`config.mk`:
```
export PLATFORM = sky130hd
export DESIGN_NAME = lzop_front
export DESIGN_NICKNAME = d
export VERILOG_FILES = /design/src/rtl/lzop_pkg.sv /design/src/rtl/lzop_front.sv
export SDC_FILE = /design/constraint.sdc
export NUM_CORES = 1
export LEC_CHECK = 0
export BUFFER_PORTS_ARGS = -buffer_cell sky130_fd_sc_hd__buf_2
export CAP_MARGIN = 20
export CORE_ASPECT_RATIO = 0.7
export CORE_MARGIN = 2
export CORE_UTILIZATION = 43
export DETAILED_ROUTE_END_ITERATION = 10
export GPL_ROUTABILITY_DRIVEN = 0
export GPL_TIMING_DRIVEN = 0
export PLACE_DENSITY = 0.79
export SLEW_MARGIN = 20
export SYNTH_ARGS = -nofsm -noshare
export SYNTH_HDL_FRONTEND = slang
export SYNTH_SLANG_ARGS = --single-unit
export TNS_END_PERCENT = 50
```
`constraint.sdc`:
```
create_clock -name clk -period 4.9 [get_ports clk]
set_input_delay 0.49 -clock clk [delete_from_list [all_inputs] [get_ports clk]]
set_output_delay 0.49 -clock clk [all_outputs]
set_load 0.01 [all_outputs]
```
`src/rtl/lzop_pkg.sv`:
```
// Shared types and constants for the LZ77 optimal-parse cost block.
// Used by the front end, the item queue, the search engine, the output register and the top level.
`timescale 1ns / 1ps

package lzop_pkg;

	localparam int unsigned MinMatch = 3;
	localparam int unsigned SizeDepth = 256;
	localparam int unsigned PosBits = 24;
	localparam logic [PosBits-1:0] PosTop = {PosBits{1'b1}};

	// One accepted byte, classified by the front end.
	typedef struct packed {
		logic [7:0] data_byte;
		logic last_byte;
		logic at_start;
		logic [PosBits-1:0] pos;
	} lzop_item_t;

	// One finished record.
	typedef struct packed {
		logic [23:0] best_size;
		logic [7:0] action_code;
		logic [7:0] code_value;
		logic last_out;
	} lzop_rec_t;

endpackage

```
`src/rtl/lzop_front.sv`:
```
// Front end: accepts input bytes and tags each with its position in the file.
// Depends on lzop_pkg.
`timescale 1ns / 1ps

module lzop_front (
	input logic clk,
	input logic arst_n,
	input logic push,
	output logic full,
	input logic [7:0] data_byte,
	input logic first_byte,
	input logic last_byte,
	output logic item_push,
	input logic item_full,
	output lzop_pkg::lzop_item_t item
);
	import lzop_pkg::*;

	logic [PosBits-1:0] pos_q;
	logic [PosBits-1:0] cur_pos;

	assign full = item_full;
	assign item_push = push && !item_full;
	assign cur_pos = first_byte ? '0 : pos_q;

	always_comb begin
		item.data_byte = data_byte;
		item.last_byte = last_byte;
		item.at_start = (cur_pos == '0);
		item.pos = cur_pos;
	end

	always_ff @(posedge clk or negedge arst_n) begin
		if (!arst_n) begin
			pos_q <= '0;
		end else if (item_push) begin
			pos_q <= (cur_pos == PosTop) ? cur_pos : cur_pos + 1'b1;
		end
	end
endmodule

```
# == Yosys cells after proc, flatten, opt, wreduce, memory -nomap -nowiden ==
# Cells that the tools add are included.
# totals
register_bits,24
output_inout_bits,36
word_cells,8
# classes
addsub,1
eq_ne,1
muxes,2
n_reduce_logical,3
# op_table
cell,n
24-bit two-way mux,2
24-bit by 1-bit adder with 24-bit output (second input constant),1
24-bit equality test (second input constant),1
24-bit logical NOT,1
1-bit logical AND,1
1-bit logical NOT,1

# == Depth between registers and ports, before layout ==
# Gate-level depths: netlist of the first run.
# depth
depth_word,3
depth_mapped,7
mapped_depth_nobuf,6

# == Worst setup path before layout of the first run ==
# OpenSTA, ideal clock, no wires.
# synth_path
kind,input-to-output
startpoint,in first_byte
endpoint,out item[24] (netlist name)
t_arrival_ns,1.636
required_time_ns,4.410
slack_ns,2.774
path_stages,6
cell_sequence,clkbuf_1 buf_2 nor2_1 nor4_1 nand4_1 nor2_1
# synth_rtl
element,line,source
from (decl),lzop_front.sv:11,"input logic first_byte,"
to (decl),lzop_front.sv:15,output lzop_pkg::lzop_item_t item

==> results of run 1 <==
## cell type report
| type | instances | area [sq um] |
|---|---|---|
| Timing Repair Buffer | 40 | 200 |
| Tap cell | 50 | 62.6 |
| Clock buffer | 4 | 55.1 |
| Fill cell | 346 | 1620 |
| Inverter | 5 | 18.8 |
| Multi-Input combinational cell | 131 | 816 |
| Buffer | 19 | 115 |
| Sequential cell | 24 | 601 |
## cells by family after synthesis
logic type,after synthesis
buf+inv,24
simple gates,101
xor+xnor,17
flops,24
compound gates,13
## Yosys cell counts, drive strengths merged, types with 2 or more instances
cell	n	area share [%]
and4b	3	1.9
o211ai	2	1.3
clkbuf	7	1.9
a21oi	4	1.3
nand2	28	6.8
nor4	10	4.0
nand4	9	4.0
inv	4	0.97
and3	2	0.81
and4	3	1.7
xnor2	13	7.3
nor2	14	3.4
nand3	4	1.3
nor2b	20	8.1
o21ai	2	0.65
xor2	4	2.3
buf	12	5.5
dfrtp	24	39
## worst max-delay path, stage by stage
cell	delay, ns
buf_2	0.16
clkbuf_1	0.39
buf_2	0.33
nor2_1	0.09
nor4_1	0.27
nand4_1	0.20
nor2_1	0.13
buf_2	0.14
## final timing paths
check                           depth (start not counted)                  start               endpoint
worst max-delay path                                    8             first_byte               item[24]
worst min-delay path                                    1                 arst_n   pos_q[3]$_DFFE_PN0P_
worst max register to register                          6   pos_q[8]$_DFFE_PN0P_   pos_q[6]$_DFFE_PN0P_
worst min register to register                          1  pos_q[23]$_DFFE_PN0P_  pos_q[23]$_DFFE_PN0P_
max in group asynchronous                               1                 arst_n  pos_q[20]$_DFFE_PN0P_
min in group clk                                        1  pos_q[23]$_DFFE_PN0P_  pos_q[23]$_DFFE_PN0P_
## power by group through the flow
| stage | Sequential, uW | Clock, uW | Combinational, uW |
|---|---|---|---|
| final | 217 | 137 | 74.1 |
| after global routing | 218 | 152 | 84.6 |
| after global placement | 220 | 0 | 74.0 |
| after CTS | 216 | 140 | 75.3 |
| after detailed placement | 220 | 0 | 74.7 |
| after floorplan | 217 | 0 | 47.3 |
## layer usage
metal	track usage [%]	share of wire [%]
met1	31.3	49
met2	29.0	39
met3	6.63	12
met4	3.80	0.51
met5	0	0
## metrics by stage
stage / util (%) / instances
floorplan: - / 179
global placement: 51.9 / 269
detailed placement: 51.9 / 269
CTS: 53.5 / 273
global route: 53.5 / 273
finish: 53.5 / 273
==> results by group, run 1 <==
Status
  – Run status: complete, no violations

Clocking
  – H-tree levels: 1
  – Clock Path Buffers: 2
  – CTS tree: yes
  – Clk root buf: clkbuf_8
  – Clock buffer count from CTS: 3
  – CTS Sinks: 24
  – Clk_lat worst skew: 0.27 ns
  – Post-CTS Resized: 0
  – Post-CTS Setup Inserts: 0
  – Clock slew at reported path FFs: 0.09 ns
  – Hold_buf cts: 0

STA
  – RSZ-0062 raised after global routing: no
  – Final hold viol count: 0
  – Final WS setup: 2.21 ns
  – # setup viols final: 0
  – Relative slew slack: 64.0%
  – Period utilization: 54.9%
  – Final Critical Period: 2.69 ns
  – Max Clock Freq: 0.372 GHz
  – Setup TNS: 0 ns
  – Worst Max-Slew Pin Slew: 0.540 ns
  – Hold Slack: 0.188 ns
  – Fin Clk Skew: 0.00758 ns
  – Max Transition Viols Final: 0

Floorplan
  – IO Pins: 50
  – Placeable Area: 3490 sq um
  – Die Wd: 75.8 microns
  – Die area: 4110 sq um
  – Rows: 18
  – Die H: 54.2 microns
  – Initial Utilization: 44.4%

Detailed routing
  – Avg WL per Cell: 13.7 microns
  – DRC Markers: 0
  – Antenna-violating nets left: 0
  – Initial DRT Pass Iterations: 4
  – DRT Wirelength: 3730 microns
  – Initial DRC count: 114
  – Drt via density: 5.25
  – Vias: 1434

Synthesis
  – Post-Syn Area: 1550 sq um
  – Main synth FF type: dfrtp_1
  – Post-synthesis simple-gate area fraction: 36.9%
  – Mux share of post-synthesis cell area: 0%
  – Synth Area in XOR/XNOR: 9.60%
  – Compound-gate portion of the synthesized area: 6.13%
  – Syn nets: 193
  – Synth cell types: 36
  – Post-synthesis cell count: 179
  – Syn_area_per_cell: 8.66 sq um
  – Adder-cell share of the synthesized area: 0%
  – Register area share after synthesis: 38.7%
  – Post-synth EDFFs: 0
  – Yosys warnings: 0
  – Post-synth ARST share: 100%
  – Synth Register Bits: 24
  – Largest family of logic cells by synthesized area: simple AND/OR/NAND/NOR gates

Critical path
  – Startpoint types: primary input
  – Critical path fanouts, max: 10
  – Worst path required time: 4.41 ns
  – Crit end category: output pin
  – Worst Path Arrival: 2.20 ns
  – Crit path kind: primary input to output pin
  – R2r setup slk: 2.85 ns

Finish
  – Largest regs: pos_q (24)
  – Final Cell Area: 1870 sq um
  – Top reg by flops: pos_q
  – Commonest cells after routing, fill and taps aside: buf_2 (42), nand2_1 (28), dfrtp_1 (24)
  – Max FFs per register: 24
  – Layout area overhead: 20.5%
  – N_diodes: 0
  – Commonest non-fill, non-tap cell in the layout: buf_2
  – Final Net Count: 238
  – Share of layout cells above drive strength 1: 29.6%

Power and ir drop
  – Sw Ratio: 27.4%
  – Sw Pwr: 117 uW
  – Pwr Total: 427 uW
  – Leak pwr: 0.000870 uW
  – Clk pwr share: 32.0%
  – Seq pwr share: 50.7%
  – PD cells: 229 nW/um^2
  – Combinational power share: 17.3%
  – Power Internal: 310 uW
  – Peak supply drop: 163 uV

Global route
  – GRT Util Overall: 20.8%
  – First-pass GRT wire length: 6180 microns
  – Vias in the first global route: 1254
  – Antenna violations before repair: 0
  – GR Overflow Total: 0
  – Pin count of the biggest net entering global routing: 25

Place
  – IO Port Bufs: 40
  – Placed cell area: 1810 sq um
  – Place WS: 2.24 ns
  – HPWL after detailed placement: 2830 microns

Job
  – Max-cap violations: 0

Worst hold path
  – Worst hold path type: primary input to asynchronous set/reset pin
No activity file was read; power rests on OpenSTA's default activity.
==> run 2, diff against run 1 <==
- ABC_AREA: not set -> 1
- PLACE_DENSITY: 0.79 -> 0.76
- clock period: 4.9 -> 2.8 ns (I/O delays scaled with it)
==> results by group, run 2 <==
Status
  – Run status: finished with violations
  – Failing checks: hold timing

Critical path
  – Worst Setup EP: item[24]
  – Reg-to-reg endpoint: pos_q[13]$_DFFE_PN0P_
  – Worst Path Arrival: 1.81 ns (-0.39 ns)
  – R2r setup slk: 1.00 ns (-1.85 ns)
  – Crit end category: output pin
  – Worst path required time: 2.52 ns (-1.89 ns)
  – Startpoint types: primary input
  – Critical Path Start: first_byte
  – Reg-to-Reg Start: pos_q[14]$_DFFE_PN0P_
  – Critical path fanouts, max: 10 (unchanged)
  – Crit path kind: primary input to output pin
  – Worst R2R Path Depth: 11 (+5)

Detailed routing
  – DRC Markers: 0 (unchanged)
  – DRT Wirelength: 6190 microns (+66%)
  – Avg WL per Cell: 14.2 microns (+3.8%)
  – Initial DRT Pass Iterations: 5 (+1)
  – Initial DRC count: 197 (+73%)
  – Vias: 2310 (+61%)
  – Antenna-violating nets left: 0 (unchanged)
  – Drt via density: 5.30 (+0.86%)

Place
  – IO Port Bufs: 39 (-2.5%)
  – HPWL after detailed placement: 4830 microns (+70%)
  – Dpl cells: 432 (+61%)

Finish
  – Finished Layout Cells: 436 (+60%)
  – Top reg by flops: pos_q
  – Final Net Count: 382 (+61%)
  – N_diodes: 0 (unchanged)
  – Filler instances: 480 (+39%)
  – Share of layout cells above drive strength 1: 27.8% (-1.8 points)
  – Layout area overhead: 15.6%
  – Commonest cells after routing, fill and taps aside: nand2_1 (101), buf_2 (41), inv_1 (37)
  – Commonest non-fill, non-tap cell in the layout: nand2_1
  – Largest regs: pos_q (24)
  – Max FFs per register: 24 (unchanged)

Global route
  – GRT Util Overall: 23.1% (+2.4 points)
  – First-pass GRT wire length: 10100 microns (+63%)
  – Pin count of the biggest net entering global routing: 25 (unchanged)
  – Vias in the first global route: 2046 (+63%)
  – Antenna violations before repair: 0 (unchanged)
  – GR Overflow Total: 0 (unchanged)

Synthesis
  – Largest family of logic cells by synthesized area: simple AND/OR/NAND/NOR gates
  – Post-synthesis cell count: 324 (+81%)
  – Top-count cell post-synth: nand2_1
  – Syn nets: 338 (+75%)
  – Post-Syn Area: 2150 sq um (+39%)
  – Yosys warnings: 0 (unchanged)
  – Register area share after synthesis: 27.9% (-11 points)
  – Synth Area in XOR/XNOR: 1.22% (-8.4 points)
  – Synth cell types: 32 (-11%)
  – Yosys top cell area share: 27.9% (-11 points)
  – Main synth FF type: dfrtp_1
  – Syn_area_per_cell: 6.65 sq um (-23%)
  – Synth area leaders: dfrtp_1 (28%), nand2_1 (18%), nand3_1 (7.4%)
  – Area leader, netlist: dfrtp_1
  – Post-synth top cells: nand2_1 (101), inv_1 (37), nand3_1 (32), nor2_1 (32), dfrtp_1 (24)
  – Adder-cell share of the synthesized area: 0% (unchanged)
  – Mux share of post-synthesis cell area: 0% (unchanged)
  – Post-synthesis simple-gate area fraction: 51.5% (+15 points)
  – Post-synth EDFFs: 0 (unchanged)
  – Synth Register Bits: 24 (unchanged)
  – Compound-gate portion of the synthesized area: 3.14% (-3.0 points)
  – Post-synth ARST share: 100% (unchanged)

Floorplan
  – Die H: 63.2 microns (+17%)
  – Die area: 5600 sq um (+36%)
  – IO Pins: 50 (unchanged)
  – Placeable Area: 4810 sq um (+38%)
  – Die Wd: 88.6 microns (+17%)
  – Rows: 21 (+3)
  – Initial Utilization: 44.8% (+0.40 points)

STA
  – RSZ-0062 raised after global routing: no
  – Max Transition Viols Final: 0 (unchanged)
  – Fin Clk Skew: 0.00393 ns (-0.00365 ns)
  – Setup TNS: 0 ns (unchanged)
  – # setup viols final: 0 (unchanged)
  – Final hold viol count: 1 (+1)
  – Worst Max-Slew Pin Slew: 0.592 ns (+0.0524 ns)
  – Hold Slack: -0.00120 ns (-0.189 ns)
  – Period utilization: 74.8%
  – Relative slew slack: 60.5% (-3.5 points)
  – Final Critical Period: 2.09 ns
  – Max Clock Freq: 0.478 GHz

Power and ir drop
  – PD cells: 303 nW/um^2 (+32%)
  – Peak supply drop: 179 uV (+10%)
  – Leak pwr: 0.00130 uW (+50%)

Clocking
  – CTS Sinks: 24 (unchanged)
  – CTS tree: yes
  – Clk root buf: clkbuf_8
  – Hold_buf cts: 0 (unchanged)
  – Post-CTS Setup Inserts: 0 (unchanged)
  – Clock slew at reported path FFs: 0.09 ns (about the same)
  – H-tree levels: 1 (unchanged)
  – Post-CTS Resized: 0 (unchanged)
  – Clock buffer count from CTS: 3 (unchanged)
  – Clock Path Buffers: 2 (unchanged)
  – Clk_lat worst skew: 0.27 ns (about the same)

Worst hold path
  – Worst hold path type: primary input to asynchronous set/reset pin

Job
  – Max-cap violations: 0 (unchanged)
## run 2: changes by cell type after synthesis, sizes merged, moves of 6 or more
cell   delta
buf       +6
nor2b    -20
nand2    +77
inv      +41
nor2     +30
nand4     +6
o21ai     +9
nand3    +40
xnor2    -12
## run 2: layout make-up
class	count	area [sq um]	area share, %
inverters	45	171	6.88
flip-flops and latches	24	601	24.1
clock buffers	4	55.1	2.21
plain buffers	21	180	7.23
well taps	69	86.3	3.47
repair buffers	39	195	7.84
multi-input cells	234	1200	48.3
## run 2: power breakdown
group	internal, uW	total, uW	switching [uW]	leakage, uW
registers	357	370	12.8	0.000330
clock network	126	249	123	0.0000288
logic	50.8	137	86.1	0.000945
total	534	755	222	0.00130
## run 2: metrics by stage
stage | utilization, % | instance area [sq um] | hold slack [ns] | worst slack [ns] | power, uW
final | 51.8 | 2490 | -0.00120 | 0.707 | 755
after global routing | 51.8 | 2490 | 0.0232 | 0.561 | 795
after CTS | 51.8 | 2490 | 0.0129 | 0.693 | 761
after detailed placement | 50.7 | 2440 | 0.320 | 0.696 | 513
after global placement | 50.7 | 2440 | 0.311 | 0.731 | 510
after floorplan | - | 2150 | -0.0156 | 1.05 | 463
## run 2: worst max-delay path: stages
cell and delay [ns]:
buf_6 0.14, inv_4 0.06, buf_12 0.15, buf_8 0.15, buf_8 0.15, nand2_1 0.08, inv_1 0.09, nor4_2 0.27
nand4_1 0.19, nor2_1 0.12, buf_2 0.13
## run 2: layer usage
| layer | routed length [microns] | track usage, % | vias to the layer above |
|---|---|---|---|
| met5 | 0 | 0 | - |
| met4 | 41 | 4.17 | 0 |
| met3 | 616 | 5.37 | 8 |
| met2 | 2570 | 33.8 | 131 |
| met1 | 2960 | 35.0 | 1054 |
| li1 | - | - | 1117 |
## run 2: kinds of logic after synthesis
kind of cell	count (synthesis)
xor gates and xnor gates	3
DFF	24
and+or+nand+nor	219
buffers and inverters	66
AOI/OAI and AO/OA	12
## run 2: how the worst min path moves through the flow
| stage | start | end | cells after the start |
|---|---|---|---|
| final | arst_n | pos_q[2]$_DFFE_PN0P_ | 1 |
| after global routing | arst_n | pos_q[2]$_DFFE_PN0P_ | 1 |
| after CTS | arst_n | pos_q[0]$_DFFE_PN0P_ | 1 |
| after detailed placement | arst_n | pos_q[23]$_DFFE_PN0P_ | 1 |
| after global placement | arst_n | pos_q[7]$_DFFE_PN0P_ | 1 |
| after floorplan | arst_n | pos_q[0]$_DFFE_PN0P_ | 0 |
