## config.mk

```make
export PLATFORM = sky130hd
export DESIGN_NAME = lzop_queue
export DESIGN_NICKNAME = d
export VERILOG_FILES = /design/src/rtl/lzop_pkg.sv /design/src/rtl/lzop_queue.sv
export SDC_FILE = /design/constraint.sdc
export NUM_CORES = 1
export LEC_CHECK = 0
export ABC_AREA = 1
export BUFFER_PORTS_ARGS = -buffer_cell sky130_fd_sc_hd__buf_2
export CORE_ASPECT_RATIO = 1.1
export CORE_MARGIN = 8
export CORE_UTILIZATION = 55
export CTS_CLUSTER_DIAMETER = 80
export CTS_CLUSTER_SIZE = 10
export DETAILED_ROUTE_END_ITERATION = 16
export PLACE_DENSITY = 0.83
export SYNTH_ARGS = -nofsm -noshare
export SYNTH_HDL_FRONTEND = slang
export SYNTH_SLANG_ARGS = --single-unit
export TNS_END_PERCENT = 5
```

## constraint.sdc

```tcl
create_clock -name clk -period 3.8 [get_ports clk]
set_clock_uncertainty 0.1 [all_clocks]
set_input_delay 0.38 -clock clk [delete_from_list [all_inputs] [get_ports clk]]
set_output_delay 0.38 -clock clk [all_outputs]
set_load 0.1 [all_outputs]
```

## src/rtl/lzop_pkg.sv

```systemverilog
// Shared types and constants for the LZ77 optimal-parse cost block.
// Used by the front end, the item queue, the search engine, the output register and the top level.
`timescale 1ns / 1ps

package lzop_pkg;

	localparam int unsigned MinMatch = 3;
	localparam int unsigned SizeDepth = 256;
	localparam int unsigned PosBits = 24;
	localparam logic [PosBits-1:0] PosTop = {PosBits{1'b1}};

	// One accepted byte, classified by the front end.
	typedef struct packed {
		logic [7:0] data_byte;
		logic last_byte;
		logic at_start;
		logic [PosBits-1:0] pos;
	} lzop_item_t;

	// One finished record.
	typedef struct packed {
		logic [23:0] best_size;
		logic [7:0] action_code;
		logic [7:0] code_value;
		logic last_out;
	} lzop_rec_t;

endpackage

```

## src/rtl/lzop_queue.sv

```systemverilog
// Short queue between the front end and the search engine.
// Depends on lzop_pkg.
`timescale 1ns / 1ps

module lzop_queue (
	input logic clk,
	input logic arst_n,
	input logic wr,
	input lzop_pkg::lzop_item_t wr_item,
	output logic is_full,
	input logic rd,
	output logic is_empty,
	output lzop_pkg::lzop_item_t rd_item
);
	import lzop_pkg::*;

	lzop_item_t slot_q [2];
	logic wp_q, rp_q;
	logic [1:0] cnt_q;

	assign is_full = (cnt_q == 2'd2);
	assign is_empty = (cnt_q == 2'd0);
	assign rd_item = slot_q[rp_q];

	always_ff @(posedge clk) begin
		if (wr && !is_full) begin
			slot_q[wp_q] <= wr_item;
		end
	end

	always_ff @(posedge clk or negedge arst_n) begin
		if (!arst_n) begin
			wp_q <= 1'b0;
			rp_q <= 1'b0;
			cnt_q <= '0;
		end else begin
			if (wr && !is_full) wp_q <= ~wp_q;
			if (rd && !is_empty) rp_q <= ~rp_q;
			cnt_q <= cnt_q + 2'((wr && !is_full) ? 1 : 0) - 2'((rd && !is_empty) ? 1 : 0);
		end
	end
endmodule

```

# Yosys cells after proc, flatten, opt, wreduce, memory -nomap -nowiden
# Memories as Yosys holds them, arrays and structs flattened.
# Cells that the tools add are included.
# Widths: inputs -> output; s select.
# word_totals
regBits,4
ram_bits,68
input_bits,38
out_inout_bits,36
elab_cells,18
memories,1
# op_classes
n_addsub,2
eq_ne,1
n_mux,4
n_bitwise,2
reduce_logical,5
# mem_list
name,depth,word_bits,rd,rd_clocked_by_memory_dff,write_ports,line_no,text
slot_q,2,34,1,0,1,lzop_queue.sv:17,lzop_item_t slot_q [2];
# ops
cell,n
$mux 1,4
$add 2x1->2,1
$eq 2x2->1 const B,1
$logic_and 1x1->1,2
$logic_not 1->1,2
$logic_not 2->1,1
$not 1->1,2
$sub 2x1->2,1

# Longest topological paths before layout
# Gate-level depths: netlist (run 1).
# logic_depth
word_depth,6
depth_mapped,10
depth_no_buf,10

# Worst setup path after synthesis (run 1)
# No wires, ideal clock.
# synth_path
kind,register to register
from,reg cnt_q[1]
to,mem slot_q[1][0] (netlist name) (enable)
arrival_time_ps,1994
required_time_ps,3275
path_slack_ps,1281
stages_incl_launch_ff,4
path_buffers,0
path_cell_list,dfrtp_1 -> nand2_1 -> nand2_1 -> nor2_1
# synth_between
elab_chain_cells,5
# synth_rtl
item,line_no,text
"start, declared",lzop_queue.sv:19,logic [1:0] cnt_q;
"start signal, assigned",lzop_queue.sv:39,cnt_q <= cnt_q + 2'((wr && !is_full) ? 1 : 0) - 2'((rd && !is_empty) ? 1 : 0);
$eq 2x2->1,lzop_queue.sv:21,assign is_full = (cnt_q == 2'd2);
$logic_not 1->1,lzop_queue.sv:26,if (wr && !is_full) begin
$logic_and 1x1->1,lzop_queue.sv:26,
$mux 1,lzop_queue.sv:26,
$mux 1 (not written as such),lzop_queue.sv:27,slot_q[wp_q] <= wr_item;
"end, declared",lzop_queue.sv:17,
# No other way between the ends.

==> results of run 1 <==
registers in the layout (all words and copies together), names as in the netlist:
name / count
wp_q: 1
rp_q: 1
slot_q: 68
cnt_q: 2
final cells by class:
class,count,area [µm²]
well taps,58,72.6
clock inverters,4,22.5
inverters,11,48.8
repair buffers,76,390
flip-flops and latches,72,2140
clock buffers,11,131
multi-input cells,121,508
fillers,376,1620
worst min-delay path by stage:
stage,startpoint,to,cells past startpoint
final,wr_item[1],slot_q[0][1],1
after floorplan,arst_n,cnt_q[0],0
after global routing,wr_item[29],slot_q[0][29],1
after detailed placement,arst_n,wp_q,1
after CTS,wr_item[10],slot_q[1][10],1
after global placement,arst_n,wp_q,1
placed cells by master (no fill, tap or decap), drive strengths merged:
cell type and n:
nand2 115, buf 75, edfxtp 68, inv 11, clkbuf 11, dfrtp 4, nand3 3, clkinv 3
ha 2, nor2 1, clkinvlp 1, dlygate4sd3 1
repair_timing:
item | 4_1_cts | 5_1_grt
hold buffers | 1 | 0
endpoints found under the hold margin | 4 | 0
resized for setup | 0 | 0
per-stage QoR:
step	util [%]	std cells	worst slack, ns	area, µm²	hold WS (ns)
2_1_floorplan	-	211	1.28	2770	-0.0156
3_3_place_gp	63.9	337	1.61	3150	0.0910
3_5_place_dp	63.9	337	1.59	3150	0.0921
4_1_cts	67.2	353	1.22	3320	0.111
5_1_grt	67.2	353	1.13	3320	0.115
6_report	67.2	353	1.26	3320	0.129
critical path: cells and delay by family (launching register included):
kind                   cells  cell delay, ns
flip-flops                 1            0.58
AND/OR/NAND/NOR            2            0.16
buffers and inverters      3            0.97
logic make-up (layout without fill, tap and decap cells):
logic type	after synthesis	after routing	share of synthesized area [%]
and+or+nand+nor	119	119	17.2
DFF	72	72	77.3
buffers and inverters	18	102	4.65
adders and majority gates	2	2	0.903
metal layers:
| metal | vias up | GRT usage, % |
|---|---|---|
| li1 | 856 | - |
| met1 | 762 | 14.5 |
| met2 | 64 | 23.4 |
| met3 | 10 | 4.33 |
| met4 | 0 | 10.4 |
| met5 | - | 0 |
==> results.toml, run 1 <==
[die]
fp.dieH_um = 90.5
num_rows = 27
core-area_um2 = 4930
die_x_um = 83.7
pin_count = 74
initial_core_util_pct = 56.2
dieArea_um2 = 7570

[worst_setup_path]
r2r-start = "wp_q"
crit_start = "rp_q"
critPathMaxFanout = 35
cpPeakStageDelay_ns = 0.58
critical_path_class = "reg2out"
setup.worst_path.end = "rd_item[22]"
cp_common_cell = "nand2_1"
slowest_stage = "dfrtp_1"
worst_setup_path_start_kind = "flop"
reg2reg_depth = 4
cp.arrival_ns = 2.06
cp_cell_sequence = "buf_4 > inv_8 > nand2_1 > nand2_1 > buf_2"
critPathCaptureType = "output port"
r2r_setup_slack_ns = 1.86
crit_required_ns = 3.32
r2r_end = "slot_q[0][15]"

[timing]
worstMarginPinSlew_ns = 0.973
slew_headroom_pct = 35.0
fin_crit_sh_pct = 66.9
hold_viol = 0
timing.final.max_slew_violations = 0
setup_viol = 0
min_period_ns = 2.54
setup_tns_ns = 0
max_freq_mhz = 393
rsz0062_at_grt = "false"

[clock_network]
clock_tree.buffer_depth = 2
cts_setup_buffers = 0
cts.htree.levels = 3
cts_buffers = 9
cts_tree = "done"
clockRootBuffer = "clkbuf_8"
clk_latency_ns = 0.34
cts.sinks = 72
cts.clk_slew.worst_paths_ns = 0.07

[synthesis]
synthCells = 211
synth_nets = 251
syn_avg_cell_area_um2 = 13.1
synth-seq-area-share_pct = 77.3
syn_area_um2 = 2770
synth_flop_cell = "edfxtp_1"
synth_top_area_cell = "edfxtp_1"
synthArstFlopShare_pct = 5.56
yosys.cell_count.top_type = "nand2_1"
synth_area_leaders = "edfxtp_1, nand2_1, dfrtp_1"
ys_warn_count = 0
synth_edf_count = 68
synth_top_area_share_pct = 73.7
synthTopCellsByCount = "nand2_1, edfxtp_1, inv_1, nand2_2"
yosysUniqueCellTypes = 12
ys_seq_elements = 72

[global_route]
grt_antenna_before_repair = 0
grt_first_pass_wirelength_mm = 8.32
grtUsageTotal_pct = 14.0
grt_max_degree = 36
grt_overflow = 0
first_global_vias = 1776

[drt]
routed_wl_mm = 5.08
viasPerCell = 4.79
ant_nets = 0
drc_errors = 0
route.met2.wl_mm = 2.59
wl_per_cell_um = 14.4
firstDrtPassIters = 4
via_count = 1692
wl_met1_mm = 2.06
initialDrtViolationCount = 87
topRoutingLayerUsed = "met4"
met3_length_um = 295

[placement]
io_buffers = 73
place_congestion = 0.755
hpwl_mm = 3.48

[finish]
diodes = 0
syn_to_final_growth_pct = 19.6
drive_above_1_share_pct = 33.9
finalNetCount = 331

[run]
maxCapViolations = 0

[min_path]
hold_class = "in2reg"

[outcome]
status = "complete, no violations"
Power of run 1 is not shown: default switching activity piles up to over one toggle a cycle in this logic, so the estimate is an artifact.
==> run 2: changes to the inputs <==
- CORE_UTILIZATION: 55 -> 52
- PLACE_DENSITY: 0.83 -> 0.79
- clock period: 3.8 -> 2.5 ns (I/O delays scaled with it)
==> results.toml, run 2 (synthesized netlist as in run 1, its figures left out) <==
[outcome]
status = "complete, no violations"

[drt]
ant_nets = 0
firstDrtPassIters = 4
viasPerCell = 4.81
drc_errors = 0
routed_wl_mm = 5.52
wl_per_cell_um = 14.2
via_count = 1871
initialDrtViolationCount = 93

[finish]
drive_above_1_share_pct = 31.6
regMostFlops = "slot_q"
syn_to_final_growth_pct = 32.2
fillerInstances = 373
final_cell_mix = "nand2_1, buf_2, edfxtp_1"
final_common_cell = "nand2_1"
finalNetCount = 364
diodes = 0
top_regs = "slot_q (68), cnt_q (2)"
fin_cells = 389
largest_register_ffs = 68

[worst_setup_path]
slowest_stage = "dfrtp_1"
cp.arrival_ns = 1.82
critPathCaptureType = "output port"
cp.depth = 4
critPathMaxFanout = 34
cp_num_buf_inv = 2
cp_cell_sequence = "buf_4 > nand2_1 > nand2_1 > buf_2"
cpPeakStageDelay_ns = 0.47
cp_common_cell = "nand2_1"
worst_setup_path_start_kind = "flop"
cpLargestDelayFamily = "buffers and inverters"
crit_required_ns = 2.15
critical_path_class = "reg2out"
reg2reg_depth = 5

[min_path]
min_path_cells = 1
hold_class = "in2reg"

[global_route]
first_global_vias = 2068
grt_antenna_before_repair = 0
grt_first_pass_wirelength_mm = 9.03
grt_max_degree = 36
grt_overflow = 0
grtUsageTotal_pct = 14.8

[timing]
hold_viol = 0
max_freq_mhz = 462
slew_headroom_pct = 65.0
worst_slack_ns = 0.335
worstMarginPinSlew_ns = 0.524
timing.final.max_slew_violations = 0
min_period_ns = 2.17
setup_viol = 0
rsz0062_at_grt = "false"
setup_tns_ns = 0
fin_crit_sh_pct = 86.6

[die]
pin_count = 74
initial_core_util_pct = 52.7
num_rows = 28
core-area_um2 = 5260
fp.dieH_um = 92.6
dieArea_um2 = 7920
die_x_um = 85.6

[clock_network]
cts_buffers = 9
clockRootBuffer = "clkbuf_8"
cts_setup_buffers = 0
cts_tree = "done"
hold_buffers = 32
clk_latency_ns = 0.33
cts.clk_slew.worst_paths_ns = 0.07
cts.sinks = 72
cts.htree.levels = 3
cts_resized = 0
clock_tree.buffer_depth = 2

[run]
maxCapViolations = 0

[placement]
numPlacedInstances = 341
post-place-ws_ns = 0.691
place_congestion = 0.734
hpwl_mm = 3.59
io_buffers = 73
-- run 2: cell type report --
cell class	count	area (µm²)	area share (%)
inverters	11	48.8	1.33
clock inverters	7	38.8	1.06
flip-flops and latches	72	2140	58.4
repair buffers	109	728	19.9
well taps	60	75.1	2.05
multi-input cells	121	508	13.9
clock buffers	9	124	3.38
-- run 2: metal layers --
| metal | track usage (%) | up-vias | wire, µm |
|---|---|---|---|
| li1 | - | 921 | - |
| met1 | 14.2 | 874 | 2030 |
| met2 | 26.5 | 63 | 2980 |
| met3 | 4.34 | 13 | 351 |
| met4 | 10.8 | 0 | 159 |
| met5 | 0 | - | 0 |
-- run 2: stage by stage --
step	util (%)	area, µm²	hold WS [ns]
final	69.7	3660	0.0233
after global routing	69.7	3660	0.00569
after CTS	69.7	3660	0.000542
after detailed placement	60.5	3180	-0.0369
after global placement	60.5	3180	-0.0372
after floorplan	-	2770	-0.146
-- run 2: worst paths after layout --
check	start	endpoint	slack, ns
worst min register to register	wp_q	wp_q	0.39
worst min-delay path	wr_item[4]	slot_q[1][4]	0.02
worst max-delay path	rp_q	rd_item[33]	0.33
worst max register to register	cnt_q[0]	slot_q[1][19]	0.76
min in group asynchronous	arst_n	cnt_q[1]	0.15
max in group asynchronous	arst_n	rp_q	2.03
Power of run 2 is left out for the same reason.
==> run 3: changes to the inputs <==
- PLACE_DENSITY: 0.79 -> 0.77
==> results.toml, run 3 (synthesized netlist as in run 1, its figures left out) <==
[min_path]
hold_class = "in2reg"
min_path_cells = 1
hp-start = "wr_item[17]"

[die]
dieArea_um2 = 7920
core-area_um2 = 5260
pin_count = 74
fp.dieH_um = 92.6
initial_core_util_pct = 52.7
num_rows = 28
die_x_um = 85.6

[timing]
setup_viol = 0
rsz0062_at_grt = "false"
timing.final.max_slew_violations = 0
whs_ns = 0.0130
hold_viol = 0
fin_crit_sh_pct = 91.1
slew_headroom_pct = 52.0
worstMarginPinSlew_ns = 0.720
setup_tns_ns = 0
min_period_ns = 2.28
max_freq_mhz = 439

[drt]
drc_errors = 0
routed_wl_mm = 5.17
wl_per_cell_um = 14.3
via_count = 1761
initialDrtViolationCount = 70
ant_nets = 0
firstDrtPassIters = 4
viasPerCell = 4.86

[placement]
hpwl_mm = 3.59
place_congestion = 0.789
place_area_um2 = 3200
io_buffers = 73

[worst_setup_path]
r2r-start = "cnt_q[1]"
cp.arrival_ns = 1.93
cp_common_cell = "nand2_1"
cp_cell_sequence = "buf_4 > nand2_1 > nand2_1 > buf_2"
critical_path_class = "reg2out"
cp.depth = 4
cpPeakStageDelay_ns = 0.81
crit_start = "rp_q"
worst_setup_path_start_kind = "flop"
critPathCaptureType = "output port"
critPathMaxFanout = 15
reg2reg_depth = 4
cpLargestDelayFamily = "flip-flops"
cp_num_buf_inv = 2
slowest_stage = "dfrtp_1"
crit_required_ns = 2.15

[clock_network]
cts_tree = "done"
cts.sinks = 72
hold_buffers = 2
cts.htree.levels = 3
clk_latency_ns = 0.32
clock_tree.buffer_depth = 2
cts.clk_slew.worst_paths_ns = 0.07
cts_resized = 0
cts_buffers = 9
clockRootBuffer = "clkbuf_8"
cts_setup_buffers = 0

[finish]
fin_util_pct = 65.7
top_regs = "slot_q (68), cnt_q (2)"
drive_above_1_share_pct = 34.8
syn_to_final_growth_pct = 24.6
largest_register_ffs = 68
final_cell_mix = "nand2_1, buf_2, edfxtp_1"
finalNetCount = 337
final_cell_area_um2 = 3450
final_common_cell = "nand2_1"
regMostFlops = "slot_q"
diodes = 0

[outcome]
status = "complete, no violations"

[global_route]
grt_max_degree = 36
grt_first_pass_wirelength_mm = 8.34
grtUsageTotal_pct = 13.6
first_global_vias = 1900
grt_overflow = 0
grt_antenna_before_repair = 0

[run]
maxCapViolations = 0
## run 3: cell types whose count changed in the layout (fill, tap and decap cells not counted)
cell | previous run | this run
clkinv_2 | 4 | 3
bufinv_16 | 0 | 2
dlygate4sd3_1 | 32 | 4
buf_12 | 1 | 2
clkinvlp_4 | 2 | 1
## run 3: through the flow
step / worst slack [ns] / cells
floorplan: 0.540 / 211
global placement: 0.598 / 342
detailed placement: 0.542 / 342
CTS: 0.192 / 360
global route: 0.0899 / 362
finish: 0.222 / 362
## run 3: final timing paths
check                           endpoint  slack, ns
max                          rd_item[22]       0.22
max in group asynchronous           rp_q       2.02
min in group asynchronous       cnt_q[1]       0.15
min reg2reg                         wp_q       0.39
max reg2reg                slot_q[1][33]       0.81
min                        slot_q[1][17]       0.01
## run 3: layout make-up
class	instances	area, µm²
inverters	11	48.8
repair buffers	82	468
multi-input cells	121	508
clock inverters	7	86.3
flip-flops and latches	72	2140
clock buffers	9	124
fillers	404	1800
well taps	60	75.1
## run 3: per-layer routing
metal  up-vias  global-route usage (%)  wire length (µm)
li1        868                       -                 -
met3        16                    3.90               356
met1       804                    14.2              1980
met4         0                    8.92               152
met2        73                    23.4              2690
met5         -                       0                 0
## run 3: worst reg2reg max path, stage by stage, from the launching register on
cell and delay, ns:
dfrtp_1 0.40, nand2_1 0.11, nand2_1 0.13, nor2_4 0.42, buf_12 0.24
Power of run 3 is left out for the same reason.
