## src/rtl/lzop_pkg.sv

```systemverilog
// Shared types and constants for the LZ77 optimal-parse cost block.
// Used by the front end, the item queue, the search engine, the output register and the top level.
`timescale 1ns / 1ps

package lzop_pkg;

	localparam int unsigned MinMatch = 3;
	localparam int unsigned SizeDepth = 256;
	localparam int unsigned PosBits = 24;
	localparam logic [PosBits-1:0] PosTop = {PosBits{1'b1}};

	// One accepted byte, classified by the front end.
	typedef struct packed {
		logic [7:0] data_byte;
		logic last_byte;
		logic at_start;
		logic [PosBits-1:0] pos;
	} lzop_item_t;

	// One finished record.
	typedef struct packed {
		logic [23:0] best_size;
		logic [7:0] action_code;
		logic [7:0] code_value;
		logic last_out;
	} lzop_rec_t;

endpackage

```

## src/rtl/lzop_outq.sv

```systemverilog
// Output register that holds one finished record for the result side.
// Depends on lzop_pkg.
`timescale 1ns / 1ps

module lzop_outq (
	input logic clk,
	input logic arst_n,
	input logic in_valid,
	input lzop_pkg::lzop_rec_t in_rec,
	output logic in_take,
	output logic empty,
	input logic pop,
	output lzop_pkg::lzop_rec_t out_rec
);
	import lzop_pkg::*;

	logic full_q;

	assign empty = !full_q;
	assign in_take = in_valid && (!full_q || pop);

	always_ff @(posedge clk) begin
		if (in_take) out_rec <= in_rec;
	end

	always_ff @(posedge clk or negedge arst_n) begin
		if (!arst_n) begin
			full_q <= 1'b0;
		end else if (in_take) begin
			full_q <= 1'b1;
		end else if (pop) begin
			full_q <= 1'b0;
		end
	end
endmodule

```

## config.mk

```make
export PLATFORM = sky130hd
export DESIGN_NAME = lzop_outq
export DESIGN_NICKNAME = d
export VERILOG_FILES = /design/src/rtl/lzop_pkg.sv /design/src/rtl/lzop_outq.sv
export SDC_FILE = /design/constraint.sdc
export NUM_CORES = 1
export LEC_CHECK = 0
export ABC_AREA = 1
export ABC_CLOCK_PERIOD_IN_PS = 3500
export BUFFER_PORTS_ARGS = -buffer_cell sky130_fd_sc_hd__buf_2
export CORE_MARGIN = 2
export CORE_UTILIZATION = 35
export CTS_BUF_LIST = sky130_fd_sc_hd__clkbuf_8
export DETAILED_ROUTE_END_ITERATION = 10
export GPL_TIMING_DRIVEN = 0
export PLACE_DENSITY = 0.8
export SYNTH_ARGS = -nofsm -noshare
export SYNTH_HDL_FRONTEND = slang
export SYNTH_SLANG_ARGS = --single-unit
```

## constraint.sdc

```tcl
create_clock -name clk -period 3.5 [get_ports clk]
set_input_delay 0.7 -clock clk [delete_from_list [all_inputs] [get_ports clk]]
set_output_delay 0.7 -clock clk [all_outputs]
set_load 0.005 [all_outputs]
```

Word-level counts from Yosys, hierarchy flattened
Cells that the tools add are included.

Muxes and demuxes: 2. Reductions and logical operators: 4.

Operator list (count): $mux W1 (2); $reduce_bool A2 Y1 (1); $logic_and A1 B1 Y1 (1); $logic_not A1 Y1 (1); $logic_or A1 B1 Y1 (1).

Flip-flop bits (word level): 42. Input bits: 45. Output and inout port bits: 43. Logic and storage cells: 11.

Depth between registers and ports, before layout
Gate-level depths: netlist of the first run.

Word-level depth: 4. Gate-level depth with buffers: 2. Depth with buffers taken out: 2.

Least setup slack after synthesis of the first run
No wires, ideal clock.

Kind: input to output. From: input in_valid. To: output in_take. Arrival: 2832 ps. Required time: 2800 ps. Slack: -32 ps. Stages: 2. Buffers on the path: 0. Cells stage by stage: inv_1 > a21oi_1.

Word-level cells in the longest chain between the ends: 1.

Ends and longest elaborated chain: from (decl) (RTL line lzop_outq.sv:8) `input logic in_valid,`; $logic_and A1 B1 Y1 (RTL line lzop_outq.sv:20) `assign in_take = in_valid && (!full_q || pop);`; to (decl) (RTL line lzop_outq.sv:10) `output logic in_take,`.

No other way between the ends.

Worst setup path in the final report of the first run
From: input pop. To: output in_take.

Word-level cells in the longest chain between the ends: 2.

Ends and longest elaborated chain: from (decl) (RTL line lzop_outq.sv:12) `input logic pop,`; $logic_or A1 B1 Y1 (RTL line lzop_outq.sv:20); $logic_and A1 B1 Y1 (RTL line lzop_outq.sv:20).

No other way between the ends.

==> metrics.md, run 1 <==
| Metric | Value |
|---|---|
| Power Density | 510.9 nW/um^2 |
| # nets final | 187 |
| FP Rows | 21 |
| Drt total wl | 2.531 mm |
| Leakage | 0.8318 nW |
| First drt pass iteration count | 2 |
| Core area | 3416 sq um |
| Fin crit period | 2.381 ns |
| Clock Latency Late Sink | 0.29 ns |
| Wirelength per Cell | 13.39 microns |
| DIE AREA | 4161 sq um |
| Yosys warns | 0 |
| Die H | 64.51 microns |
| CTS Buffer Depth | 2 |
| # resized after CTS | 0 |
| Pwr Total | 0.0009729 W |
| Top post-synthesis cells by area | edfxtp_1 96%, dfrtp_1 2.0%, inv_1 0.88%, o21ai_2 0.68%, a21oi_1 0.39% |
| Top post-synthesis cells by count | 41 x edfxtp_1, 3 x inv_1, 1 x a21oi_1, 1 x dfrtp_1, 1 x o21ai_2 |
| Slew margin rel. | 0.5188 |
| Synth async-reset ratio | 0.02381 |
| CTS root buf | clkbuf_8 |
| Cts hold-fix bufs | 0 |
| Antenna Violating Nets Remaining | 0 |
| Yosys top cell area share | 0.9609 |
| RSZ-0062 raised after global routing | no |
| Die X | 64.51 microns |
| Starting Density | 0.3751 |
| First-pass GRT wire length | 3.615 mm |
| IO Count | 88 |
| Largest net degree at the start of global routing | 23 |
| Critical path type | in -> out |
| I/O Buffers | 87 |
| Storage element area | 1256 sq um |
| Vias in the first global route | 825 |
| Total global routing overflow | 0 |
| Status | finished clean |
| Setup crit start kind | primary input |
| Setup bufs post-CTS | 0 |
| Maxcap violations | 0 |
| Setup_tns | 0 ns |
| Fill count | 292 |
| Iter 0 DRT Violations | 16 |
| Top-count cell post-synth | edfxtp_1 |
| Initial antenna violation count | 0 |
| Detailed Place HPWL | 1.917 mm |
| Syn avg cell area | 27.26 sq um |
| Max Fclk | 0.4199 GHz |
| Share of layout cells above drive strength 1 | 0.6783 |
| CTS tree | yes |
| Sequential area share after synthesis | 0.9805 |
| Post-Syn Area | 1281 sq um |
| Total clock buffers created by CTS | 5 |
| Skew final | 0.005462 ns |
| GRT Total Usage | 0.1252 |
| Cells after synthesis | 47 |
| Sink Count | 42 |
| CP Max Fanout | 22 |
| Final setup viols | 0 |
| Pins Over Slew Limit | 0 |
| #FFs+latches synth | 42 |
| Final critical-path share of the clock period | 0.6804 |
| Main synth FF type | edfxtp_1 |
| Clock slew at reported path FFs | 0.07 ns |
| Via Count | 782 |
| Synth cell types | 5 |
| Area growth, synth to finish | 48.63% |
| Post-synth top area cell | edfxtp_1 |
| GP Congestion | 0.6799 |
| Critical Path AT | 1.68 ns |
| Syn Nets | 92 |
| Worst Path Required | 2.80 ns |
| Htree depth | 2 |
| Worst slew pin tran | 0.7202 ns |
| Multi-input gate area | 25.02 sq um |
| Worst VDD drop | 0.0003488 V |
| HP Class | in -> async |
| Fin. Hold Viols | 0 |
| Post-synth EDFFs | 41 |
| Via density | 4.138 |
| Crit path capture type | output port |
| Post-route DRC | 0 |
| # diodes | 0 |
==> per-stage QoR <==
step | util | instance area [sq um] | std cells | hold WS [ns] | worst slack, ns
6_report | 0.5575 | 1904 | 189 | 0.1793 | 1.119
5_1_grt | 0.5575 | 1904 | 189 | 0.1618 | 1.016
4_1_cts | 0.5575 | 1904 | 189 | 0.1715 | 1.112
3_5_place_dp | 0.5308 | 1813 | 181 | 0.4852 | 1.094
3_3_place_gp | 0.5205 | 1778 | 180 | 0.4820 | 0.1497
2_1_floorplan | - | 1285 | 47 | 0.4044 | 0.8061
==> routing by layer <==
layer,part of all wire,vias up,GRT usage
li1,-,373,-
met1,0.36,343,0.1197
met2,0.49,62,0.2005
met3,0.14,4,0.07813
met4,0.015,0,0.07979
met5,0,-,0
==> final timing paths <==
kind	start	to	slack, ns	depth (start not counted)
worst min-delay path	arst_n	full_q	0.18	1
min in group clk	in_rec[15]	out_rec[15]	0.58	1
max in group asynchronous	arst_n	full_q	3.23	1
worst max-delay path	pop	in_take	1.12	4
worst min register to register	full_q	full_q	0.58	2
worst max register to register	full_q	out_rec[29]	1.95	2
==> flip-flops by register name, summed over array words and instances (netlist names) <==
register	cells
out_rec	41
full_q	1
==> cell families after synthesis <==
| logic type | count (synthesis) | synth area share |
|---|---|---|
| flops | 42 | 0.9805 |
| buf+inv | 3 | 0.008788 |
| compound gates | 2 | 0.01074 |
==> area by class of cell <==
class                   instances  share of cell area
clock buffers                   6             0.04336
inverters                       3            0.005913
multi-input cells               2             0.01314
well taps                      46             0.03022
clock inverters                 2            0.004599
repair buffers                 88              0.2431
flip-flops and latches         42              0.6597
==> critical path: stages <==
cell and delay, ns:
buf_2 0.10, inv_1 0.06, a21oi_4 0.59, buf_2 0.23
==> report_power, final <==
group	leakage (nW)	internal (W)	switching (W)	total [W]
logic	0.378	0.0000392	0.0000347	0.0000738
clock network	0.0524	0.000156	0.000151	0.000307
registers	0.401	0.000585	0.00000683	0.000592
==> cells in the final DEF, fill, tap and decap left out, drive strengths merged <==
cell    count
dfrtp       1
o21ai       1
clkbuf      6
a21oi       1
clkinv      1
inv         4
edfxtp     41
buf        88
Power figures use the tool's default switching activity.
==> inputs of run 2 (changes only) <==
--- a/config.mk
+++ b/config.mk
@@ -5,15 +5,15 @@
 export SDC_FILE = /design/constraint.sdc
 export NUM_CORES = 1
 export LEC_CHECK = 0
-export ABC_AREA = 1
-export ABC_CLOCK_PERIOD_IN_PS = 3500
+export ABC_AREA = 0
+export ABC_CLOCK_PERIOD_IN_PS = 2500
 export BUFFER_PORTS_ARGS = -buffer_cell sky130_fd_sc_hd__buf_2
 export CORE_MARGIN = 2
 export CORE_UTILIZATION = 35
 export CTS_BUF_LIST = sky130_fd_sc_hd__clkbuf_8
 export DETAILED_ROUTE_END_ITERATION = 10
 export GPL_TIMING_DRIVEN = 0
-export PLACE_DENSITY = 0.8
+export PLACE_DENSITY = 0.78
 export SYNTH_ARGS = -nofsm -noshare
 export SYNTH_HDL_FRONTEND = slang
 export SYNTH_SLANG_ARGS = --single-unit
==> constraint.sdc (replaced) <==
create_clock -name clk -period 2.5 [get_ports clk]
set_input_delay 0.5 -clock clk [delete_from_list [all_inputs] [get_ports clk]]
set_output_delay 0.5 -clock clk [all_outputs]
set_load 0.005 [all_outputs]
==> run 2 against run 1 <==
Effect of this change:
- wire length decreased by 2.8%
- via count up 0.90%
- utilization fell by 0.33 points
- combinational power rose by 28%
- clock skew decreased by 0.0036 ns
- critical endpoint unchanged
- largest cell class unchanged
==> metrics.md, run 2 <==
| Metric | Value |
|---|---|
| Post-route DRC | 0 (unchanged) |
| Wirelength per Cell | 13.08 microns (was 13.39 microns) |
| Slew margin rel. | 0.3892 (was 0.5188) |
| Pins Over Slew Limit | 0 (unchanged) |
| R2R depth | 2 (unchanged) |
| Setup crit start kind | register (was primary input) |
| Worst Path Required | 2.00 ns (was 2.80 ns) |
| Fill count | 297 (was 292) |
| RSZ-0062 raised after global routing | no (unchanged) |
| Most frequent cells in the layout | 87 x buf_2, 41 x edfxtp_1, 5 x clkbuf_8 (was 87 x buf_2, 41 x edfxtp_1, 6 x clkbuf_8) |
| Top post-synthesis cells by area | edfxtp_1 96%, dfrtp_1 2.0%, nand2b_1 0.98%, and2_1 0.49%, inv_1 0.29% (was edfxtp_1 96%, dfrtp_1 2.0%, inv_1 0.88%, o21ai_2 0.68%, a21oi_1 0.39%) |
| IO Count | 88 (unchanged) |
| Initial antenna violation count | 0 (unchanged) |
| Skew final | 0.001896 ns (was 0.005462 ns) |
| I/O Buffers | 87 (unchanged) |
| GRT Total Usage | 0.1256 (was 0.1252) |
| Drt total wl | 2.459 mm (was 2.531 mm) |
| Max Fclk | 0.4415 GHz |
| Power Density | 750.8 nW/um^2 (was 510.9 nW/um^2) |
| Worst R2R Start | full_q (unchanged) |
| Core area | 3416 sq um (unchanged) |
| HP Class | in -> reg (was in -> async) |
| CTS Buffer Depth | 2 (unchanged) |
| Vias in the first global route | 781 (was 825) |
| Final setup viols | 0 (unchanged) |
| Crit-path cells | nand2b_1 > and2_2 > buf_2 (was buf_2 > inv_1 > a21oi_4 > buf_2) |
| Hold path start | in_rec[0] |
| Setup_tns | 0 ns (unchanged) |
| Post-synth top area cell | edfxtp_1 (unchanged) |
| CP max-delay cell | and2_2 (was a21oi_4) |
| Max reg flops | 41 (unchanged) |
| Maxcap violations | 0 (unchanged) |
| Synth cell types | 5 (unchanged) |
| Total global routing overflow | 0 (unchanged) |
| Post-synth EDFFs | 41 (unchanged) |
| Syn avg cell area | 27.80 sq um (was 27.26 sq um) |
| # resized after CTS | 0 (unchanged) |
| GP Congestion | 0.6191 (was 0.6799) |
| CTS root buf | clkbuf_8 (unchanged) |
| CTS tree | yes (unchanged) |
| Crit path capture type | output port (unchanged) |
| Top post-synthesis cells by count | 41 x edfxtp_1, 2 x nand2b_1, 1 x and2_1, 1 x dfrtp_1, 1 x inv_1 (was 41 x edfxtp_1, 3 x inv_1, 1 x a21oi_1, 1 x dfrtp_1, 1 x o21ai_2) |
| Cts hold-fix bufs | 1 (was 0) |
| # diodes | 0 (unchanged) |
| Placed cell areas | 1773 sq um (was 1813 sq um) |
| Worst R2R Setup Slack | 0.89 ns (was 1.95 ns) |
| Final critical-path share of the clock period | 0.9060 |
| Setup bufs post-CTS | 0 (unchanged) |
| Final Cell Area | 1893 sq um (was 1904 sq um) |
| First-pass GRT wire length | 3.719 mm (was 3.615 mm) |
| # nets final | 186 (was 187) |
| Yosys top cell area share | 0.9628 (was 0.9609) |
| Cells after synthesis | 46 (was 47) |
| Worst reg2reg endpoint | out_rec[22] (was out_rec[29]) |
| Share of layout cells above drive strength 1 | 0.6690 (was 0.6783) |
| Yosys warns | 0 (unchanged) |
| Top-count cell post-synth | edfxtp_1 (unchanged) |
| Syn Nets | 91 (was 92) |
| Die X | 64.45 microns (was 64.51 microns) |
| Fin. Hold Viols | 0 (unchanged) |
| Antenna Violating Nets Remaining | 0 (unchanged) |
| Cells on Worst Hold Path | 1 |
| Final Core Density | 0.5542 (was 0.5575) |
| Fin crit period | 2.265 ns |
| First drt pass iteration count | 4 (was 2) |
| Post-Syn Area | 1279 sq um (was 1281 sq um) |
| Worst slew pin tran | 0.9161 ns (was 0.7202 ns) |
| Largest net degree at the start of global routing | 43 (was 23) |
| Sequential area share after synthesis | 0.9824 (was 0.9805) |
| Via density | 4.197 (was 4.138) |
| #FFs+latches synth | 42 (unchanged) |
| Critical path type | reg -> out (was in -> out) |
| Area growth, synth to finish | 48.04% (was 48.63%) |
| FP Rows | 21 (unchanged) |
| Pwr Total | 0.001421 W (was 0.0009729 W) |
| Htree depth | 2 (unchanged) |
| Die H | 64.45 microns (was 64.51 microns) |
| CP peak stage delay | 0.75 ns (was 0.59 ns) |
| Via Count | 789 (was 782) |
| Critical Path AT | 1.77 ns (was 1.68 ns) |
| Clock Latency Late Sink | 0.28 ns (was 0.29 ns) |
| Total clock buffers created by CTS | 5 (unchanged) |
| Sink Count | 42 (unchanged) |
| CP Max Fanout | 42 (was 22) |
| Starting Density | 0.3744 (was 0.3751) |
| Worst VDD drop | 0.0003433 V (was 0.0003488 V) |
| Synth async-reset ratio | 0.02381 (unchanged) |
| Commonest non-fill, non-tap cell in the layout | buf_2 (unchanged) |
| Main synth FF type | edfxtp_1 (unchanged) |
| Worst Hold End | out_rec[0] |
| Largest registers | out_rec: 41 flops, full_q: 1 flops (unchanged) |
| Leakage | 0.8200 nW (was 0.8318 nW) |
| Biggest register | out_rec (unchanged) |
| Clock slew at reported path FFs | 0.07 ns (about the same) |
| Status | finished clean (unchanged) |
| Iter 0 DRT Violations | 81 (was 16) |
| DIE AREA | 4153 sq um (was 4161 sq um) |
-- run 2: cells by family (layout without fill, tap and decap cells) --
kind of cell | after synthesis | after routing | synth area share
and+or+nand+nor | 3 | 3 | 0.01468
buffers and inverters | 1 | 97 | 0.002933
DFF | 42 | 42 | 0.9824
-- run 2: how the worst max path moves through the flow --
stage            from       to  cells after the start
2_1_floorplan     pop  in_take                      2
3_3_place_gp      pop  in_take                      4
3_5_place_dp      pop  in_take                      4
4_1_cts        full_q  in_take                      3
5_1_grt        full_q  in_take                      3
6_report       full_q  in_take                      3
-- run 2: layer usage --
layer  up-vias  part of all wire  global-route usage
li1        370                 -                   -
met5         -                 0                   0
met4         0             0.014             0.05585
met1       351              0.36              0.1423
met2        63              0.48              0.2018
met3         5              0.15             0.06076
-- run 2: power breakdown --
group          internal, W  switching, W
Clock             0.000293      0.000205
Combinational    0.0000498     0.0000449
Sequential        0.000820    0.00000851
Total              0.00116      0.000258
-- run 2: area by class of cell --
class / instances / area [sq um] / share of cell area
Inverter: 1 / 3.754 / 0.001983
Clock buffer: 5 / 68.82 / 0.03635
Timing Repair Buffer: 88 / 445.4 / 0.2353
Sequential cell: 42 / 1256 / 0.6636
Multi-Input combinational cell: 3 / 20.02 / 0.01057
Tap cell: 46 / 57.56 / 0.03040
Clock inverter: 3 / 41.29 / 0.02181
-- run 2: worst max-delay path: cells and delay by family, from the launching register on --
kind,cells,cell delay (ns)
buffers and inverters,1,0.25
AND/OR/NAND/NOR,2,0.83
flip-flops,1,0.38
-- run 2: per-stage QoR --
stage	worst slack, ns	hold WS [ns]	cells
global placement	-0.2436	0.2770	179
global route	0.04219	0.3714	188
floorplan	0.3638	0.2044	46
finish	0.2350	0.3892	188
detailed placement	0.2719	0.2780	179
CTS	0.1844	0.3778	188
==> inputs of run 3 (changes only) <==
--- a/config.mk
+++ b/config.mk
@@ -8,12 +8,14 @@
 export ABC_AREA = 0
 export ABC_CLOCK_PERIOD_IN_PS = 2500
 export BUFFER_PORTS_ARGS = -buffer_cell sky130_fd_sc_hd__buf_2
+export CELL_PAD_IN_SITES_DETAIL_PLACEMENT = 0
+export CELL_PAD_IN_SITES_GLOBAL_PLACEMENT = 1
 export CORE_MARGIN = 2
-export CORE_UTILIZATION = 35
+export CORE_UTILIZATION = 33
 export CTS_BUF_LIST = sky130_fd_sc_hd__clkbuf_8
 export DETAILED_ROUTE_END_ITERATION = 10
 export GPL_TIMING_DRIVEN = 0
-export PLACE_DENSITY = 0.78
+export PLACE_DENSITY = 0.89
 export SYNTH_ARGS = -nofsm -noshare
 export SYNTH_HDL_FRONTEND = slang
 export SYNTH_SLANG_ARGS = --single-unit
==> run 3 against run 2 <==
Effect of this change:
- register-to-register slack worse by 0.02 ns
- global-route usage is 1.4 points lower
- non-clock buffer count stayed put
- fmax hardly changed
- worst setup slack better by 0.0018 ns
- utilization is 4.5 points lower
- clock-buffer cell count is 1 higher
- final cell count is 1.1% higher
- worst hold slack hardly changed
- via count is 4.6% lower
- first-iteration DRC count is 48% lower
- critical endpoint unchanged
- largest cell class unchanged
- largest power group unchanged
==> metrics.md, run 3 (synthesis results as in run 2) <==
| Metric | Value |
|---|---|
| Status | finished clean (unchanged) |
| Max reg flops | 41 (unchanged) |
| Largest registers | out_rec: 41 flops, full_q: 1 flops (unchanged) |
| M1 WL | 837 microns (was 884 microns) |
| Fin crit period | 2.263 ns (was 2.265 ns) |
| Fin. Hold Viols | 0 (unchanged) |
| Biggest register | out_rec (unchanged) |
| Fill count | 333 (was 297) |
| Worst slew pin tran | 0.9281 ns (was 0.9161 ns) |
| Antenna Violating Nets Remaining | 0 (unchanged) |
| Clock Latency Late Sink | 0.28 ns (about the same) |
| Critical path type | reg -> out (unchanged) |
| Starting Density | 0.3467 (was 0.3744) |
| # nets final | 186 (unchanged) |
| CTS Buffer Depth | 2 (unchanged) |
| Final critical-path share of the clock period | 0.9053 (was 0.9060) |
| Max Used Layer | met3 (was met4) |
| FP Rows | 22 (was 21) |
| Slew margin rel. | 0.3813 (was 0.3892) |
| Die H | 66.25 microns (was 64.45 microns) |
| GP Congestion | 0.6126 (was 0.6191) |
| Setup_tns | 0 ns (unchanged) |
| HP Class | in -> reg (unchanged) |
| CP Max Fanout | 42 (unchanged) |
| Wirelength per Cell | 12.68 microns (was 13.08 microns) |
| Met2 Wirelength | 1.332 mm (was 1.181 mm) |
| Maxcap violations | 0 (unchanged) |
| # diodes | 0 (unchanged) |
| Final setup viols | 0 (unchanged) |
| Dpl ws | 0.2766 ns (was 0.2719 ns) |
| Largest net degree at the start of global routing | 43 (unchanged) |
| Share of layout cells above drive strength 1 | 0.6690 (unchanged) |
| CTS tree | yes (unchanged) |
| # resized after CTS | 0 (unchanged) |
| Multi-input gate area | 20.02 sq um (unchanged) |
| DIE AREA | 4389 sq um (was 4153 sq um) |
| Post-route DRC | 0 (unchanged) |
| RSZ-0062 raised after global routing | no (unchanged) |
| Setup bufs post-CTS | 0 (unchanged) |
| I/O Buffers | 87 (unchanged) |
| Total clock buffers created by CTS | 5 (unchanged) |
| Initial antenna violation count | 0 (unchanged) |
| Die X | 66.25 microns (was 64.45 microns) |
| First drt pass iteration count | 6 (was 4) |
| Storage element area | 1256 sq um (unchanged) |
| Most frequent cells in the layout | 87 x buf_2, 41 x edfxtp_1, 6 x clkbuf_8 (was 87 x buf_2, 41 x edfxtp_1, 5 x clkbuf_8) |
| Iter 0 DRT Violations | 42 (was 81) |
| Skew final | 0.009072 ns (was 0.001896 ns) |
| GRT Total Usage | 0.1116 (was 0.1256) |
| Htree depth | 2 (unchanged) |
| Via density | 3.963 (was 4.197) |
| Wire length on met3 | 240 microns (was 358 microns) |
| Commonest non-fill, non-tap cell in the layout | buf_2 (unchanged) |
| Worst Path Required | 2.00 ns (about the same) |
| Area growth, synth to finish | 46.77% (was 48.04%) |
| Worst VDD drop | 0.0004720 V (was 0.0003433 V) |
| Drt total wl | 2.410 mm (was 2.459 mm) |
| Cts hold-fix bufs | 1 (unchanged) |
| Setup crit start kind | register (unchanged) |
| Crit path capture type | output port (unchanged) |
| Via Count | 753 (was 789) |
| First-pass GRT wire length | 3.484 mm (was 3.719 mm) |
| Sink Count | 42 (unchanged) |
| Max Fclk | 0.4419 GHz (was 0.4415 GHz) |
| Vias in the first global route | 777 (was 781) |
| Clock slew at reported path FFs | 0.08 ns (was 0.07 ns) |
| Pins Over Slew Limit | 0 (unchanged) |
| Core area | 3689 sq um (was 3416 sq um) |
| IO Count | 88 (unchanged) |
| Leakage | 0.8169 nW (was 0.8200 nW) |
| Power Density | 714.2 nW/um^2 (was 750.8 nW/um^2) |
| CTS root buf | clkbuf_8 (unchanged) |
| Worst Slack Setup Final | 0.2368 ns (was 0.2350 ns) |
| Critical Path AT | 1.76 ns (was 1.77 ns) |
| Total global routing overflow | 0 (unchanged) |
## run 3: cell types whose count changed in the layout (fill, tap and decap cells not counted)
cell	before	now
bufinv_16	1	0
clkbuf_8	5	6
clkinv_2	0	1
clkinvlp_4	1	0
## run 3: metal layers
layer / GRT usage / up-vias
li1: - / 367
met1: 0.1203 / 336
met2: 0.1925 / 50
met3: 0.04600 / 0
met4: 0.04592 / 0
met5: 0 / -
## run 3: path summary, 6_finish.rpt
kind / from / cells past startpoint / slack, ns / to
worst max-delay path: full_q / 3 / 0.24 / in_take
worst min-delay path: in_rec[5] / 1 / 0.39 / out_rec[5]
worst max register to register: full_q / 2 / 0.87 / out_rec[7]
worst min register to register: full_q / 2 / 0.52 / full_q
max in group asynchronous: arst_n / 2 / 1.89 / full_q
min in group asynchronous: arst_n / 2 / 0.53 / full_q
## run 3: metrics by stage
| step | instances | instance area [sq um] | utilization | hold WS [ns] | total power, W |
|---|---|---|---|---|---|
| after floorplan | 46 | 1279 | - | 0.2044 | 0.0008657 |
| after global routing | 190 | 1877 | 0.5088 | 0.3718 | 0.001409 |
| after CTS | 190 | 1877 | 0.5088 | 0.3773 | 0.001366 |
| final | 190 | 1877 | 0.5088 | 0.3893 | 0.001340 |
| after detailed placement | 181 | 1775 | 0.4813 | 0.2815 | 0.0009403 |
| after global placement | 181 | 1774 | 0.4810 | 0.2765 | 0.0009355 |
## run 3: worst max-delay path, stage by stage, from the launching register on
cell and delay, ns:
dfrtp_1 0.38, nand2b_1 0.08, and2_2 0.77, buf_2 0.25
## run 3: layout make-up
cell class                 count  area share
sequential                    42      0.6693
inverter                       1    0.002000
clock buffer                   6     0.04400
clock inverter                 2    0.004667
tap                           48     0.03200
multi-input combinational      3     0.01067
timing repair buffer          88      0.2373
## run 3: report_power, final
part | total, W | internal [W] | switching [W]
Clock | 0.000418 | 0.000218 | 0.000200
Sequential | 0.000828 | 0.000820 | 0.00000820
Combinational | 0.0000945 | 0.0000497 | 0.0000448
